==> src/psct_pkg.sv <==
package psct_pkg;

	// shapes the register map has room for
	localparam int unsigned NUM_SLOTS = 4;
	localparam int unsigned MAX_SHAPES_DEF = 4;

	// register stages from the accept to the result register
	localparam int unsigned PIPE_DEPTH = 4;

	localparam int unsigned CFG_INDEX_W = 3;
	localparam int unsigned CFG_DATA_W = 64;
	localparam int unsigned SLOT_W = 2;

	// low bit of the register index picks geometry or mode
	localparam logic CFG_SEL_GEOM = 1'b0;
	localparam logic CFG_SEL_MODE = 1'b1;

	localparam int unsigned COORD_W = 16;
	localparam int unsigned ABS_W = 16;           // |p - c| never exceeds 65535
	localparam int unsigned SQ_W = 2 * ABS_W;
	localparam int unsigned RMAG_W = 15;          // positive radius
	localparam int unsigned R2_W = 2 * RMAG_W;
	localparam int unsigned SUM_W = SQ_W + 2;     // three squares

	typedef enum logic [1:0] {
		AXIS_X    = 2'd0,
		AXIS_Y    = 2'd1,
		AXIS_Z    = 2'd2,
		AXIS_NONE = 2'd3
	} axis_t;

	typedef struct packed {
		axis_t axis;
		logic  cyl;
		logic  incl;
		logic  en;
	} mode_t;

	typedef struct packed {
		logic signed [COORD_W-1:0] cz;
		logic signed [COORD_W-1:0] cy;
		logic signed [COORD_W-1:0] cx;
		logic signed [COORD_W-1:0] radius;
	} geom_t;

	typedef struct packed {
		logic signed [COORD_W-1:0] point_x;
		logic signed [COORD_W-1:0] point_y;
		logic signed [COORD_W-1:0] point_z;
	} point_t;

	typedef struct packed {
		logic clipped;
		logic include_hit;
		logic exclude_hit;
	} res_t;

	// per-stage load enables
	typedef struct packed {
		logic s1;
		logic s2;
		logic s3;
	} adv_t;

endpackage

==> src/psct_cfg.sv <==
module psct_cfg import psct_pkg::*; #(
	parameter int unsigned NSHAPES = MAX_SHAPES_DEF
) (
	input  logic                   clk,
	input  logic                   arst_n,
	input  logic                   cfg_we,
	input  logic [CFG_INDEX_W-1:0] cfg_index,
	input  logic [CFG_DATA_W-1:0]  cfg_data,
	output geom_t                  geom[NSHAPES],
	output mode_t                  mode[NSHAPES]
);

	logic [SLOT_W-1:0] slot;
	logic              sel;

	assign slot = cfg_index[CFG_INDEX_W-1:1];
	assign sel  = cfg_index[0];

	// slots past NSHAPES are never tested, so their writes are dropped
	for (genvar k = 0; k < NSHAPES; k++) begin : g_slot
		geom_t geom_q;
		mode_t mode_q;

		always_ff @(posedge clk or negedge arst_n) begin
			if (!arst_n) begin
				geom_q <= '0;
				mode_q <= '0;
			end else if (cfg_we && slot == SLOT_W'(k)) begin
				if (sel == CFG_SEL_MODE) begin
					mode_q <= mode_t'(cfg_data[$bits(mode_t)-1:0]);
				end else begin
					geom_q <= geom_t'(cfg_data);
				end
			end
		end

		assign geom[k] = geom_q;
		assign mode[k] = mode_q;
	end

endmodule

==> config.mk <==
export PLATFORM = sky130hd
export DESIGN_NAME = psct_cfg
export DESIGN_NICKNAME = d
export VERILOG_FILES = /design/src/psct_pkg.sv /design/src/psct_cfg.sv
export SDC_FILE = /design/constraint.sdc
export NUM_CORES = 1
export LEC_CHECK = 0
export BUFFER_PORTS_ARGS = -buffer_cell sky130_fd_sc_hd__buf_2
export CAP_MARGIN = 20
export CORE_MARGIN = 1.5
export CORE_UTILIZATION = 53
export CTS_BUF_LIST = sky130_fd_sc_hd__clkbuf_2 sky130_fd_sc_hd__clkbuf_4 sky130_fd_sc_hd__clkbuf_8
export DETAILED_ROUTE_END_ITERATION = 7
export HOLD_SLACK_MARGIN = 0.02
export PLACE_DENSITY = 0.91
export RECOVER_POWER = 100
export SLEW_MARGIN = 20
export SYNTH_ARGS = -nofsm -noshare
export SYNTH_HDL_FRONTEND = slang
export SYNTH_SLANG_ARGS = --single-unit
==> constraint.sdc <==
create_clock -name clk -period 0.9 [get_ports clk]
set_input_delay 0.045 -clock clk [delete_from_list [all_inputs] [get_ports clk]]
set_output_delay 0.045 -clock clk [all_outputs]
set_load 0.02 [all_outputs]
Yosys cells after proc, flatten, opt, wreduce, memory -nomap -nowiden. Cells that the tools add are included.

Divide/modulo/power cells: 0. Multipliers: 0. Bitwise operators: 1. Shift-type cells: 0. Add/sub/neg operators: 0. Reduce and logical (&&, ||, !) cells: 13. Multiplexer cells: 0. Magnitude comparators: 0. Equal/unequal tests: 3.

Operator list (number): 2-bit AND reduction (8); 2-bit equality test, second input constant (2); 1-bit logical AND (4); 2-bit by 1-bit equality test with 1-bit output, second input constant (1); 2-bit zero test (1); 1-bit NOT (1).

Memories: 0. Register bits after elaboration: 276. RAM bits: 0. Bits in read-only memories: 0. Latch bits: 0. Output and inout bits: 276. Input bits: 70.

Depth between registers and ports, before layout. Gate-level depths: netlist of run 1.

Depth in word-level cells: 3. Gate-level depth with buffers: 4.

Worst setup path after synthesis of run 1. No wires, ideal clock.

Kind: input to register. Start: in cfg_index[0]. End: reg g_slot[0].geom_q (netlist bit geom[192]). Path buffers: 2. Arrival: 0.993 ns. Path slack: -0.218 ns. Library setup time: 0.125 ns. Data required time: 0.775 ns. Stages: 4. Path through: nor4b_2 -> buf_4 -> buf_8 -> mux2_2.

Cells in the longest elaborated chain, start to end: 2.

Ends and longest elaborated chain: from (decl) (line psct_cfg.sv:7) `input logic [CFG_INDEX_W-1:0] cfg_index,`; 1-bit NOT (no source line); 2-bit AND reduction (no source line); to (signal assigned) (line psct_cfg.sv:32) `geom_q <= geom_t'(cfg_data);`; to (decl) (line psct_cfg.sv:21) `geom_t geom_q;`.

Every way passes these cells. A chain may end at the register's enable or synchronous reset.

Final worst setup path of run 1.
Start: reg g_slot[1].geom_q (netlist bit geom[179]). End: out geom[179] in the netlist's numbering.

RTL lines: from (decl) (line psct_cfg.sv:21); from (signal assigned) (line psct_cfg.sv:32); to (decl) (line psct_cfg.sv:9) `output geom_t geom[NSHAPES],`.

No word-level cell between the ends.

==> results of run 1 <==
-- Yosys cell counts, drive strengths merged --
cell    number
and4bb       3
buf         28
dfrtp      276
mux2       276
nand4        1
nand4b       3
nor4b        1
-- final timing paths --
path                               from         to  depth (start not counted)
setup reg to reg               mode[10]   mode[10]                          2
max in group asynchronous        arst_n  geom[143]                          3
setup / recovery              geom[179]  geom[179]                          1
min in group clk           cfg_index[1]  geom[246]                          4
hold / removal                   arst_n  geom[237]                          2
hold reg to reg                geom[70]   geom[70]                          1
-- registers in the layout, summed over array words and instances, names as in the netlist --
signal	count
geom	256
mode	20
-- metal layers --
layer  global-route usage (%)  part of all wire, %
met5                        0                    0
met4                    20.00                  7.8
met3                    10.81                  9.0
met2                    66.37                   50
met1                    43.53                   34
-- kinds of logic (layout without fill, tap and decap cells) --
group,after synthesis,in the layout,synth area share [%]
buffers and inverters,28,702,3.743
muxes,276,276,32.45
and+or+nand+nor,8,8,0.8103
DFF,276,276,62.99
-- power breakdown --
group / internal [mW] / leakage (nW) / switching [mW] / total, mW
Combinational: 11.4 / 5.23 / 8.54 / 19.9
Sequential: 15.2 / 3.31 / 3.10 / 18.3
Clock: 6.26 / 0.477 / 5.59 / 11.9
Total: 32.8 / 9.02 / 17.2 / 50.0
-- cell type report --
cell class                      count  area, µm²  share of cell area [%]
Tap cell                          270      337.8                   1.834
Multi-Input combinational cell    284       3915                   21.25
Sequential cell                   276       6908                   37.50
Timing Repair Buffer              629       6354                   34.49
Clock buffer                       67      847.1                   4.598
Clock inverter                      6      60.06                  0.3260
-- per-stage QoR --
stage               utilization, %  TNS (ns)  worst slack, ns  instance area [µm²]  power, mW
global placement             65.76   -106.69          -0.4513                13310      27.86
finish                       91.04   -110.50          -0.3384                18420      50.01
global route                 91.04   -145.05          -0.3540                18420      51.05
floorplan                        -    -32.08          -0.1817                11260      23.86
detailed placement           65.76   -110.19          -0.4674                13310      28.35
CTS                          87.07    -66.82          -0.2931                17620      45.52
-- what timing repair did --
item                                    4_1_cts  5_1_grt
resized for setup                           552      146
hold endpoints to repair                    552       17
buffers inserted                            137      116
endpoints found under the setup margin      276      413
==> results.toml, run 1 <==
[clocking]
ctsHtreeMaxLevel = 2
cts_buffers = 44
ctsHoldBuffers = 65
clk_pin_slew_ns = 0.08
cts-root-buf = "clkbuf_8"
clockBufferDepth = 3
insertion_delay_ns = 0.56
tritoncts = "done"
clkSinkCount = 276

[die]
fp.dieW_um = 146.8
io_pins = 346
start_util_pct = 54.19
rows = 52
die_h_um = 146.8
die_area_um2 = 21560
core_area_um2 = 20230

[cells_and_area]
final_common_cell = "buf_6"
area_delta_synth_final_pct = 68.01
fill_cells = 647
fin_nets = 1305
antenna_cells = 0
drive_above_1_share_pct = 71.00
final_cell_mix = "buf_6 (402), dfrtp_1 (275), mux2_4 (189), buf_4 (79), buf_2 (67)"
instances_no_fill = 1532

[sta]
hold-worst-slack_ns = 0.1834
worst_pin_slew_ns = 0.9670
hold_viol = 0
max_freq_ghz = 0.8075
fin_ws_ns = -0.3384
maxSlewViolCount = 0
fin_skew_ns = 0
rsz0062_at_grt = "yes"
slew-limit-headroom_pct = 35.54
setup-violations-final = 774
finalCritPeriodShare_pct = 137.6
fin_crit_ns = 1.238

[setup_path]
cp_slowest_stage_delay_ns = 0.45
critPathArrivalTime_ns = 1.19
cpLargestDelayFamily = "flip-flops"
end_kind = "primary output"
crit_type = "reg2out"
crit_chain = "buf_6"
r2r_setup_slack_ns = -0.12
crit_path_max_fanout = 2
startpoint_type = "flop"
worstPathRequired_ns = 0.85
slowest_stage = "dfrtp_1"
critPathBufInv = 1

[global_routing]
grt-ovfl-total = 0
grt_pass1_wl_um = 61730
antenna_found_initial = 0
grt_pass1_vias = 9561
grt_use_total_pct = 38.44
grt_max_degree = 52

[yosys]
synth_cells = 588
synth-seq-cells = 276
yosysTopAreaCell = "dfrtp_1"
ys_types = 13
synthDominantCellAreaShare_pct = 62.99
netlist_area_um2 = 10960
yosysSeqAreaShare_pct = 62.99
yosys_warnings = 0
avgSynthCellArea_um2 = 18.65
synth_nets = 658
synth_area_leaders = "dfrtp_1 (63%), mux2_4 (16%), mux2_2 (16%), buf_12 (2.2%), buf_8 (0.82%)"

[power]
leakage_nw = 9.016
power.density_nw_per_um2 = 2715
max-vdd-ir-drop_mv = 2.017

[drt]
drt-total-wl_um = 47800
first_pass_iters = 5
drc = 0
ant_nets = 0
vias = 8940
wl_per_cell_um = 31.20
vias_per_cell = 5.836
first_iter_violations = 595

[hold_path]
hp-class = "in2async"

[placement]
dp.cells = 1209
gp_congestion = 0.7859
hpwl_um = 18340
port_buffers = 345

[status]
violations = "setup timing"
status = "complete, but fails checks"

[flow_run]
drv_cap = 0
Power figures use the tool's default switching activity.
==> run 2, diff against run 1 <==
Clock period 0.9 ns to 1.3 ns, I/O delays scaled along.
==> run 2 against run 1 <==
The run now ends clean. Sequential power is 37% lower. Highest routed layer unchanged. Sequential share of layout area is 13 points higher. Via count is 22% lower. Largest cell class unchanged.
==> results.toml, run 2 (same netlist as run 1, synthesis figures left out) <==
[status]
status = "completed"

[sta]
finalCritPeriodShare_pct = 94.30
setup-violations-final = 0
fin_crit_ns = 1.226
slew-limit-headroom_pct = 45.44
worst_pin_slew_ns = 0.8184
max_freq_ghz = 0.8157
maxSlewViolCount = 0
hold_viol = 0
fin_skew_ns = 0
rsz0062_at_grt = "no"

[drt]
drc = 0
first_pass_iters = 4
wl_met2_um = 14700
first_iter_violations = 218
vias_per_cell = 5.220
ant_nets = 0
wl_per_cell_um = 21.32
vias = 6985
met1_length_um = 10720
drt-total-wl_um = 28530
topRoutingLayerUsed = "met4"
wl_met3_um = 1812

[clocking]
clk_pin_slew_ns = 0.06
ctsHtreeMaxLevel = 2
insertion_delay_ns = 0.52
cts_buffers = 43
clkSinkCount = 276
clockBufferDepth = 3
post_cts_resized = 0
tritoncts = "done"
cts-root-buf = "clkbuf_8"

[setup_path]
r2r_start = "geom[135]"
critPathArrivalTime_ns = 1.16
worstPathRequired_ns = 1.24
end_kind = "primary output"
reg2regPathDepth = 1
r2r_setup_slack_ns = 0.43
crit_chain = "clkbuf_1"
critPathBufInv = 1
crit_path_max_fanout = 2
cp_slowest_stage_delay_ns = 0.38
crit_type = "reg2out"
startpoint_type = "flop"
cpLargestDelayFamily = "flip-flops"
slowest_stage = "dfrtp_1"
timing.rr.end = "geom[135]"

[global_routing]
grt_pass1_vias = 7801
grt-ovfl-total = 0
grt_max_degree = 52
grt_pass1_wl_um = 44330
grt_use_total_pct = 26.49
antenna_found_initial = 0

[power]
max-vdd-ir-drop_mv = 1.279
leakage_nw = 6.245
power.density_nw_per_um2 = 1887
p_total_mw = 25.83

[die]
io_pins = 346
die_h_um = 146.8
fp.dieW_um = 146.8
core_area_um2 = 20230
rows = 52
die_area_um2 = 21560
start_util_pct = 54.19

[cells_and_area]
fill_cells = 1515
drive_above_1_share_pct = 38.86
area_delta_synth_final_pct = 24.87
fin_nets = 1113
instances_no_fill = 1338
antenna_cells = 0
largest_register_ffs = 256
final_cell_mix = "dfrtp_1 (276), clkbuf_1 (189), mux2_2 (153), mux2_1 (118), clkbuf_2 (99)"
final_common_cell = "dfrtp_1"

[hold_path]
hold_depth = 3
hp-class = "in2reg"
holdPathEnd = "mode[1]"
worstHoldStart = "cfg_index[0]"

[placement]
port_buffers = 345
hpwl_um = 17580
gp_congestion = 0.7879
dp.cells = 1203

[flow_run]
drv_cap = 0
-- run 2: cell count changes in the layout (fill, tap and decap cells not counted), sizes merged --
cell / previous run / this run
buf: 560 / 77
clkbuf: 71 / 363
clkinv: 3 / 2
clkinvlp: 2 / 0
-- run 2: what timing repair did --
action                                 CTS  global route
setup buffers                            0             0
hold buffers                            65             0
endpoints found under the hold margin  552             0
-- run 2: metrics by stage --
step | setup slack (ns) | setup TNS (ns) | instance area (µm²) | hold slack [ns] | utilization (%)
global route | 0.04561 | 0 | 13690 | 0.1183 | 67.66
floorplan | 0.1618 | 0 | 10960 | -0.2306 | -
CTS | 0.1099 | 0 | 14520 | 0.03929 | 71.75
detailed placement | -0.1306 | -14.34 | 13010 | 0.005228 | 64.27
global placement | -0.09217 | -8.276 | 13010 | 0.005097 | 64.27
finish | 0.07408 | 0 | 13690 | 0.1111 | 67.66
-- run 2: worst max-delay path by stage --
stage                  from        end  slack [ns]  cells past startpoint
3_5_place_dp   cfg_index[0]  geom[218]       -0.13                      5
4_1_cts            geom[89]   geom[89]        0.11                      1
3_3_place_gp   cfg_index[0]  geom[219]       -0.09                      5
6_report            geom[0]    geom[0]        0.07                      1
5_1_grt              arst_n  geom[207]        0.05                      3
2_1_floorplan  cfg_index[0]  geom[192]        0.16                      4
-- run 2: power breakdown --
group | switching, mW | leakage (nW) | internal [mW]
sequential | 1.14 | 3.31 | 10.5
clock | 3.16 | 0.462 | 4.17
combinational | 4.45 | 2.47 | 2.41
-- run 2: layout make-up --
type | instances | area, µm² | share of cell area [%]
Clock inverter | 3 | 40.04 | 0.2925
Timing Repair Buffer | 438 | 2365 | 17.27
Tap cell | 270 | 337.8 | 2.468
Multi-Input combinational cell | 284 | 3219 | 23.51
Clock buffer | 67 | 822.0 | 6.004
Sequential cell | 276 | 6907 | 50.45
-- run 2: layer usage --
| layer | up-vias | track usage [%] |
|---|---|---|
| li1 | 3015 | - |
| met1 | 3575 | 30.53 |
| met2 | 305 | 46.42 |
| met3 | 90 | 6.522 |
| met4 | 0 | 12.58 |
| met5 | - | 0 |
