<file path="config.mk">
export PLATFORM = sky130hd
export DESIGN_NAME = psct_shape
export DESIGN_NICKNAME = d
export VERILOG_FILES = /design/src/psct_pkg.sv /design/src/psct_shape.sv
export SDC_FILE = /design/constraint.sdc
export NUM_CORES = 2
export LEC_CHECK = 0
export BUFFER_PORTS_ARGS = -buffer_cell sky130_fd_sc_hd__buf_4
export CAP_MARGIN = 20
export CORE_MARGIN = 10
export CORE_UTILIZATION = 30
export DETAILED_ROUTE_END_ITERATION = 10
export GPL_ROUTABILITY_DRIVEN = 0
export SYNTH_ARGS = -nofsm -noshare
export SYNTH_HDL_FRONTEND = slang
export SYNTH_SLANG_ARGS = --single-unit
</file>
<file path="constraint.sdc">
create_clock -name clk -period 15.7 [get_ports clk]
set_clock_uncertainty 0.2 [all_clocks]
set_input_delay 4.71 -clock clk [delete_from_list [all_inputs] [get_ports clk]]
set_output_delay 4.71 -clock clk [all_outputs]
set_load 0.02 [all_outputs]
</file>
<file path="src/psct_pkg.sv">
package psct_pkg;

	// shapes the register map has room for
	localparam int unsigned NUM_SLOTS = 4;
	localparam int unsigned MAX_SHAPES_DEF = 4;

	// register stages from the accept to the result register
	localparam int unsigned PIPE_DEPTH = 4;

	localparam int unsigned CFG_INDEX_W = 3;
	localparam int unsigned CFG_DATA_W = 64;
	localparam int unsigned SLOT_W = 2;

	// low bit of the register index picks geometry or mode
	localparam logic CFG_SEL_GEOM = 1'b0;
	localparam logic CFG_SEL_MODE = 1'b1;

	localparam int unsigned COORD_W = 16;
	localparam int unsigned ABS_W = 16;           // |p - c| never exceeds 65535
	localparam int unsigned SQ_W = 2 * ABS_W;
	localparam int unsigned RMAG_W = 15;          // positive radius
	localparam int unsigned R2_W = 2 * RMAG_W;
	localparam int unsigned SUM_W = SQ_W + 2;     // three squares

	typedef enum logic [1:0] {
		AXIS_X    = 2'd0,
		AXIS_Y    = 2'd1,
		AXIS_Z    = 2'd2,
		AXIS_NONE = 2'd3
	} axis_t;

	typedef struct packed {
		axis_t axis;
		logic  cyl;
		logic  incl;
		logic  en;
	} mode_t;

	typedef struct packed {
		logic signed [COORD_W-1:0] cz;
		logic signed [COORD_W-1:0] cy;
		logic signed [COORD_W-1:0] cx;
		logic signed [COORD_W-1:0] radius;
	} geom_t;

	typedef struct packed {
		logic signed [COORD_W-1:0] point_x;
		logic signed [COORD_W-1:0] point_y;
		logic signed [COORD_W-1:0] point_z;
	} point_t;

	typedef struct packed {
		logic clipped;
		logic include_hit;
		logic exclude_hit;
	} res_t;

	// per-stage load enables
	typedef struct packed {
		logic s1;
		logic s2;
		logic s3;
	} adv_t;

endpackage

</file>
<file path="src/psct_shape.sv">
module psct_shape import psct_pkg::*; (
	input  logic   clk,
	input  adv_t   adv,
	input  point_t pt,
	input  geom_t  geom,
	input  mode_t  mode,
	output logic   inc_hit_s3,
	output logic   exc_hit_s3
);

	function automatic logic [ABS_W-1:0] abs_diff(logic signed [COORD_W-1:0] a,
			logic signed [COORD_W-1:0] b);
		logic signed [COORD_W:0] d;
		d = $signed({a[COORD_W-1], a}) - $signed({b[COORD_W-1], b});
		abs_diff = d[COORD_W] ? ABS_W'(-d) : ABS_W'(d);
	endfunction

	// s1: distances along each axis
	logic [ABS_W-1:0] ax_s1, ay_s1, az_s1;
	// s2: squares
	logic [SQ_W-1:0]  sx_s2, sy_s2, sz_s2;
	logic [R2_W-1:0]  r2_s2;
	logic             rpos_s2;

	logic [RMAG_W-1:0] rmag;
	logic              rpos;
	logic              use_x, use_y, use_z, axis_ok;
	logic [SUM_W-1:0]  sum;
	logic              in_shape;

	always_ff @(posedge clk) begin
		if (adv.s1) begin
			ax_s1 <= abs_diff(pt.point_x, geom.cx);
			ay_s1 <= abs_diff(pt.point_y, geom.cy);
			az_s1 <= abs_diff(pt.point_z, geom.cz);
		end
	end

	assign rpos = !geom.radius[COORD_W-1] && (geom.radius != '0);
	assign rmag = geom.radius[RMAG_W-1:0];

	always_ff @(posedge clk) begin
		if (adv.s2) begin
			sx_s2   <= ax_s1 * ax_s1;
			sy_s2   <= ay_s1 * ay_s1;
			sz_s2   <= az_s1 * az_s1;
			r2_s2   <= rmag * rmag;
			rpos_s2 <= rpos;
		end
	end

	// a cylinder drops the term along its axis; one with no axis never hits
	always_comb begin
		use_x   = 1'b1;
		use_y   = 1'b1;
		use_z   = 1'b1;
		axis_ok = 1'b1;
		if (mode.cyl) begin
			unique case (mode.axis)
				AXIS_X:    use_x = 1'b0;
				AXIS_Y:    use_y = 1'b0;
				AXIS_Z:    use_z = 1'b0;
				AXIS_NONE: axis_ok = 1'b0;
				default:   axis_ok = 1'b0;
			endcase
		end
	end

	assign sum = (use_x ? SUM_W'(sx_s2) : '0)
	           + (use_y ? SUM_W'(sy_s2) : '0)
	           + (use_z ? SUM_W'(sz_s2) : '0);

	assign in_shape = mode.en && rpos_s2 && axis_ok && (sum < SUM_W'(r2_s2));

	always_ff @(posedge clk) begin
		if (adv.s3) begin
			inc_hit_s3 <= in_shape && mode.incl;
			exc_hit_s3 <= in_shape && !mode.incl;
		end
	end

endmodule

</file>
; Word-level counts from Yosys, hierarchy flattened
; Index checks and enable logic that the tools add are counted.
[totals]
ff_bits = 177
input_bits = 121
out_inout_bits = 2
wordCells = 50
[op_classes]
n_addsub = 8
mul = 4
magnitude_cmp = 1
n_eq_ne = 3
n_mux = 14
reduce_logical = 10
[ops]
columns = op, count
row1 = 16-bit by 16-bit multiplier with 32-bit output, 3
row2 = 32-bit two-way mux, 3
row3 = 16-bit by 16-bit subtractor with 17-bit output, 3
row4 = 16-bit two-way mux, 3
row5 = 16-bit negation, 3
row6 = 33-bit by 32-bit adder with 34-bit output, 1
row7 = 34-bit by 30-bit < comparator with 1-bit output, 1
row8 = 32-bit by 32-bit adder with 33-bit output, 1
row9 = 15-bit by 15-bit multiplier with 30-bit output, 1
row10 = 16-bit nonzero test, 1
row11 = 1-bit two-way mux, 8
row12 = 1-bit logical AND, 6
row13 = 2-bit == test (second input constant), 2
row14 = 2-bit by 1-bit == test with 1-bit output (second input constant), 1
row15 = 1-bit logical NOT, 2
row16 = 2-bit logical NOT, 1

; Longest topological paths before layout
[depth]
depth_word = 9
ltp_mapped = 27
mapped_depth_nobuf = 24

; Worst setup path before layout
; No wires, ideal clock.
[synth_timing]
kind = input to register
start = input port geom[9] in the netlist's numbering
end = register r2_s2[29], data pin
setup_ps = 260
arrival_time_ps = 10112
required_ps = 15240
setup_slack_ps = 5128
cell_stages = 21
n_path_buf = 1
path_cell_list = clkbuf_1 -> inv_1 -> nor2_1 -> fa_1 -> fa_1 -> fa_1 -> fa_1 -> fa_1 -> inv_1 -> fa_1 -> inv_1 -> ha_1 -> o21ai_0 -> a21oi_1 -> o21ai_0 -> a21boi_0 -> nand3_1 -> a2111oi_0 -> a311o_1 -> a21oi_1 -> xnor2_1
[synth_via]
elab_chain_cells = 1
[synth_rtl]
columns = element, line_no
row1 = from (decl), psct_shape.sv:5  ; input geom_t geom,
row2 = 15-bit by 15-bit multiplier with 30-bit output, psct_shape.sv:47  ; r2_s2 <= rmag * rmag;
row3 = to (signal assigned), psct_shape.sv:47
row4 = to (decl), psct_shape.sv:22  ; logic [R2_W-1:0] r2_s2;
; Every way passes these cells.
; A chain may end at the register's enable or synchronous reset.

; Worst setup path after layout
; Ends and elaborated chain as after synthesis.

==> summary.txt <==
Floorplan
  • Die Footprint: 149000 µm²
  • Chip height: around 390 µm
  • Area of the core: roughly 130000 µm²
  • Initial standard-cell utilization of the core: 30.1%
  • Num ports: 123
  • Overall die width: 385 µm
  • Standard-cell row count: about 130

Final layout
  • Area delta synth->final: 8.47%
  • Fill cell instance count of the final layout: 13900
  • Fraction of final layout cells with drive strength greater than 1: under 10%
  • Final #Nets: between 5000 and 6000

Global route
  • Global-route wire length before repair: approximately 150 mm
  • Antenna violations before repair: 1
  • Number of global-route vias before repair: 30200
  • Maximum number of pins on one net before global-route repair: 64
  • All-Layer GR Usage: 12.3%
  • Total global routing overflow: 0

Worst hold path
  • Number of instances on the worst hold path: 0
  • Hold/Removal Path Class: flip-flop to flip-flop
  • Endpoint, Worst Hold: sz_s2[0]
  • Launch instance of the worst min-delay path: az_s1[0]

Placement
  • Estimated wirelength of the detail-placed design: between 70 and 80 mm
  • Port Buf Inserts: 122

Worst setup path
  • R2R Path End: sy_s2[30]
  • CP arrival: 10.73 ns
  • FF-to-FF Start: ay_s1[3]
  • Library cell appearing most often on the critical path: sky130_fd_sc_hd__fa_1
  • Capturing element type of the critical path: flip-flop
  • Buffers plus inverters on the worst setup path: 4
  • Master of the slowest instance on the critical path: sky130_fd_sc_hd__a2111oi_0
  • CP Cell Sequence: buf_4 -> inv_1 -> nor2_1 -> fa_1 -> fa_1 -> fa_1 -> fa_1 -> fa_1 -> inv_1 -> fa_1 -> inv_1 -> ha_1 -> o21ai_0 -> a21oi_1 -> o21ai_0 -> a21boi_0 -> nand3_1 -> a2111oi_0 -> a311o_1 -> a21oi_1 -> xnor2_1
  • Register-to-register path setup slack: around 8.2 ns
  • Top Family by Delay on Critical Path: adder cells
  • Data required time of the critical path: 15.74 ns
  • Startpoint of the worst setup timing path: geom[9]
  • Crit path max fanout: 12
  • Largest stage delay on the critical path: between 0.6 and 0.7 ns
  • Critical path class: primary input to flip-flop
  • Worst reg-to-reg path cell count: 20
  • Worst Setup Start Kind: primary input

Route
  • Initial drt markers: 1346
  • Number of iterations in the first detailed-routing pass: 5
  • Average wire length per cell after detail routing: around 14 µm
  • Post-detailed-route via-to-cell ratio: 4.58
  • Overall via count from detail_route: ~28000
  • Final wirelength: 88.8 mm
  • Post-detailed-route count of antenna-violating nets: 0
  • Detailed-route DRC error count: 0

Timing
  • Post-route fraction of the period consumed by the critical path: 68.1%
  • Worst slew pin tran: 0.863 ns
  • Setup TNS: 0 ns
  • Total count of max-transition violations in the final report: 0
  • Final number of hold-violating endpoints: 0
  • Time the worst path needs with I/O delays and setup: approximately 11 ns
  • Setup repair after global routing missed its margin: false
  • Fmax achieved: 93.5 MHz
  • Setup-violating endpoint count in the final report: 0
  • Worst slew slack as a fraction of its limit: 42.5%

Job
  • Max Cap Viol: 0

Clock tree
  • H-tree levels: 4
  • Library cell used as clock root buffer: sky130_fd_sc_hd__clkbuf_16
  • Setup bufs post-CTS: 0
  • Clock tree from TritonCTS: built
  • Clock net sink count: between 150 and 200
  • Insertion delay of the later-clocked pin in the worst-skew pair: 0.49 ns
  • Number of buffers inserted by hold repair at cts: 0
  • Maximum clock insertion buffer count: 2
  • Number of buffers inserted during clock tree synthesis: 17
  • Number of cells upsized or downsized after cts: 0
  • Clock input transition at the sequential cells of the worst setup and hold paths: approximately 0.070 ns

Synth
  • Ys async rst share: 0%
  • Top_reg_cell synth: sky130_fd_sc_hd__edfxtp_1
  • Cell types with the largest area share after synthesis: sky130_fd_sc_hd__fa_1, sky130_fd_sc_hd__ha_1, sky130_fd_sc_hd__edfxtp_1
  • Synth Area per Inst: 9.17 µm²
  • Warnings, synthesis: 0
  • Total of flip-flops plus latches after synthesis: 173
  • Fraction of the yosys area taken by sequential cells: about 13%
  • Share of the synthesized area in the top cell type: 33.2%
  • Number of enable-type register cells in the synthesized netlist: 173
  • Top cell type by total area after synthesis: sky130_fd_sc_hd__fa_1
  • Post-synthesis cell area: 40100 µm²
  • Distinct cell type count of the synthesized netlist: 77
  • Post-Synthesis Cells: 4367

Run status
  • Outcome: finished, final reports clean
[worst max-delay path by stage]
stage                 to  slack, ns  depth (start not counted)
2_1_floorplan  r2_s2[29]       5.13                         21
3_3_place_gp   r2_s2[29]       4.56                         21
3_5_place_dp   r2_s2[29]       4.54                         21
4_1_cts        r2_s2[29]       5.06                         21
5_1_grt        r2_s2[29]       4.70                         21
6_report       r2_s2[29]       5.01                         21
[routing by layer]
metal | routed length (µm) | GRT usage [%] | share of wire, % | vias up
li1 | - | - | - | 13800
met4 | 890 | 2.13 | 1.0 | 0
met2 | 42100 | 20.6 | 47 | 435
met3 | 3190 | 1.50 | 3.6 | 48
met1 | 42600 | 17.2 | 48 | 14100
met5 | 0 | 0 | 0 | -
[layout by cell type, fill, tap and decap left out, types with 13 or more instances in the layout]
cell	instances
sky130_fd_sc_hd__xor2_1	78
sky130_fd_sc_hd__o21bai_1	23
sky130_fd_sc_hd__nand2_1	396
sky130_fd_sc_hd__a21oi_1	166
sky130_fd_sc_hd__a211oi_1	13
sky130_fd_sc_hd__nor3_1	48
sky130_fd_sc_hd__edfxtp_1	173
sky130_fd_sc_hd__a21o_1	94
sky130_fd_sc_hd__buf_4	128
sky130_fd_sc_hd__o21a_1	40
sky130_fd_sc_hd__inv_1	1090
sky130_fd_sc_hd__o21ai_0	86
sky130_fd_sc_hd__ha_1	501
sky130_fd_sc_hd__and3_1	22
sky130_fd_sc_hd__xnor2_1	153
sky130_fd_sc_hd__nor2b_1	32
sky130_fd_sc_hd__nand3_1	47
sky130_fd_sc_hd__o211ai_1	18
sky130_fd_sc_hd__nor2_1	193
sky130_fd_sc_hd__or2_2	17
sky130_fd_sc_hd__fa_1	665
sky130_fd_sc_hd__and2_1	170
sky130_fd_sc_hd__a31oi_1	21
sky130_fd_sc_hd__or3_1	17
sky130_fd_sc_hd__nand2b_1	29
sky130_fd_sc_hd__nand4_1	23
sky130_fd_sc_hd__clkbuf_16	17
[synth_stat cells (4+ instances only)]
cell type                      n
sky130_fd_sc_hd__fa_1        665
sky130_fd_sc_hd__a2111o_1      4
sky130_fd_sc_hd__o2111ai_1     7
sky130_fd_sc_hd__a21o_1       94
sky130_fd_sc_hd__o21ai_1       4
sky130_fd_sc_hd__nor4_1       12
sky130_fd_sc_hd__nor3_1       48
sky130_fd_sc_hd__o31a_1        7
sky130_fd_sc_hd__a21oi_1     166
sky130_fd_sc_hd__a31oi_1      21
sky130_fd_sc_hd__nand3b_1      8
sky130_fd_sc_hd__a31o_2        7
sky130_fd_sc_hd__edfxtp_1    173
sky130_fd_sc_hd__clkbuf_1     92
sky130_fd_sc_hd__o21bai_1     23
sky130_fd_sc_hd__mux2_2        5
sky130_fd_sc_hd__nor2_1      193
sky130_fd_sc_hd__o21ai_0      86
sky130_fd_sc_hd__a211o_1       8
sky130_fd_sc_hd__nand3_1      47
sky130_fd_sc_hd__or3_1        17
sky130_fd_sc_hd__or2_2        17
sky130_fd_sc_hd__o211a_1       6
sky130_fd_sc_hd__nand4_1      23
sky130_fd_sc_hd__and3_1       22
sky130_fd_sc_hd__and2_1      170
sky130_fd_sc_hd__nand2b_1     29
sky130_fd_sc_hd__ha_1        501
sky130_fd_sc_hd__o21a_1       40
sky130_fd_sc_hd__nor3b_1       6
sky130_fd_sc_hd__o211ai_1     18
sky130_fd_sc_hd__xnor2_1     153
sky130_fd_sc_hd__o31ai_1       8
sky130_fd_sc_hd__a211oi_1     13
sky130_fd_sc_hd__a21boi_0      5
sky130_fd_sc_hd__a41oi_1       7
sky130_fd_sc_hd__a2111oi_0     6
sky130_fd_sc_hd__nor2b_1      32
sky130_fd_sc_hd__nand2_1     396
sky130_fd_sc_hd__inv_1      1090
sky130_fd_sc_hd__xor2_1       78
[stage by stage]
stage | hold slack (ns) | instance area [µm²] | setup WS [ns] | cells | util (%)
floorplan | 0.263 | 40100 | 5.13 | 4369 | -
global placement | 0.745 | 42900 | 4.56 | 6171 | 32.2
detailed placement | 0.731 | 42900 | 4.54 | 6171 | 32.2
CTS | 0.739 | 43400 | 5.06 | 6203 | 32.6
global route | 0.771 | 43400 | 4.70 | 6203 | 32.6
finish | 0.742 | 43500 | 5.01 | 6205 | 32.6
[logic make-up (layout without fill, tap and decap cells)]
family | count (synthesis) | after routing | share of synthesized area (%)
xor+xnor | 232 | 232 | 5.09
flops | 173 | 173 | 13.0
compound gates | 564 | 564 | 9.34
simple gates | 1036 | 1036 | 12.4
mux | 8 | 8 | 0.216
buf+inv | 1187 | 1253 | 11.1
fa+ha+maj | 1166 | 1166 | 48.9
other cells | 1 | 5 | 0.00936
[state kept, by name (all words and copies together) (netlist names)]
register    cells
inc_hit_s3      1
az_s1          16
rpos_s2         1
ax_s1          16
r2_s2          29
exc_hit_s3      1
sz_s2          31
ay_s1          16
sy_s2          31
sx_s2          31
[area by class of cell]
type / count / area (µm²) / area share, %
Multi-Input combinational cell: 3009 / 30400 / 70.0
Sequential cell: 173 / 5190 / 12.0
Inverter: 1093 / 4100 / 9.44
Tap cell: 1768 / 2210 / 5.09
Timing Repair Buffer: 128 / 961 / 2.21
Clock buffer: 17 / 425 / 0.979
Clock inverter: 15 / 136 / 0.314
Antenna cell: 2 / 5.00 / 0.0115
Power is left out: the tool's default activity adds up to more than one toggle a clock period on the data nets, which glitch-free logic cannot reach.
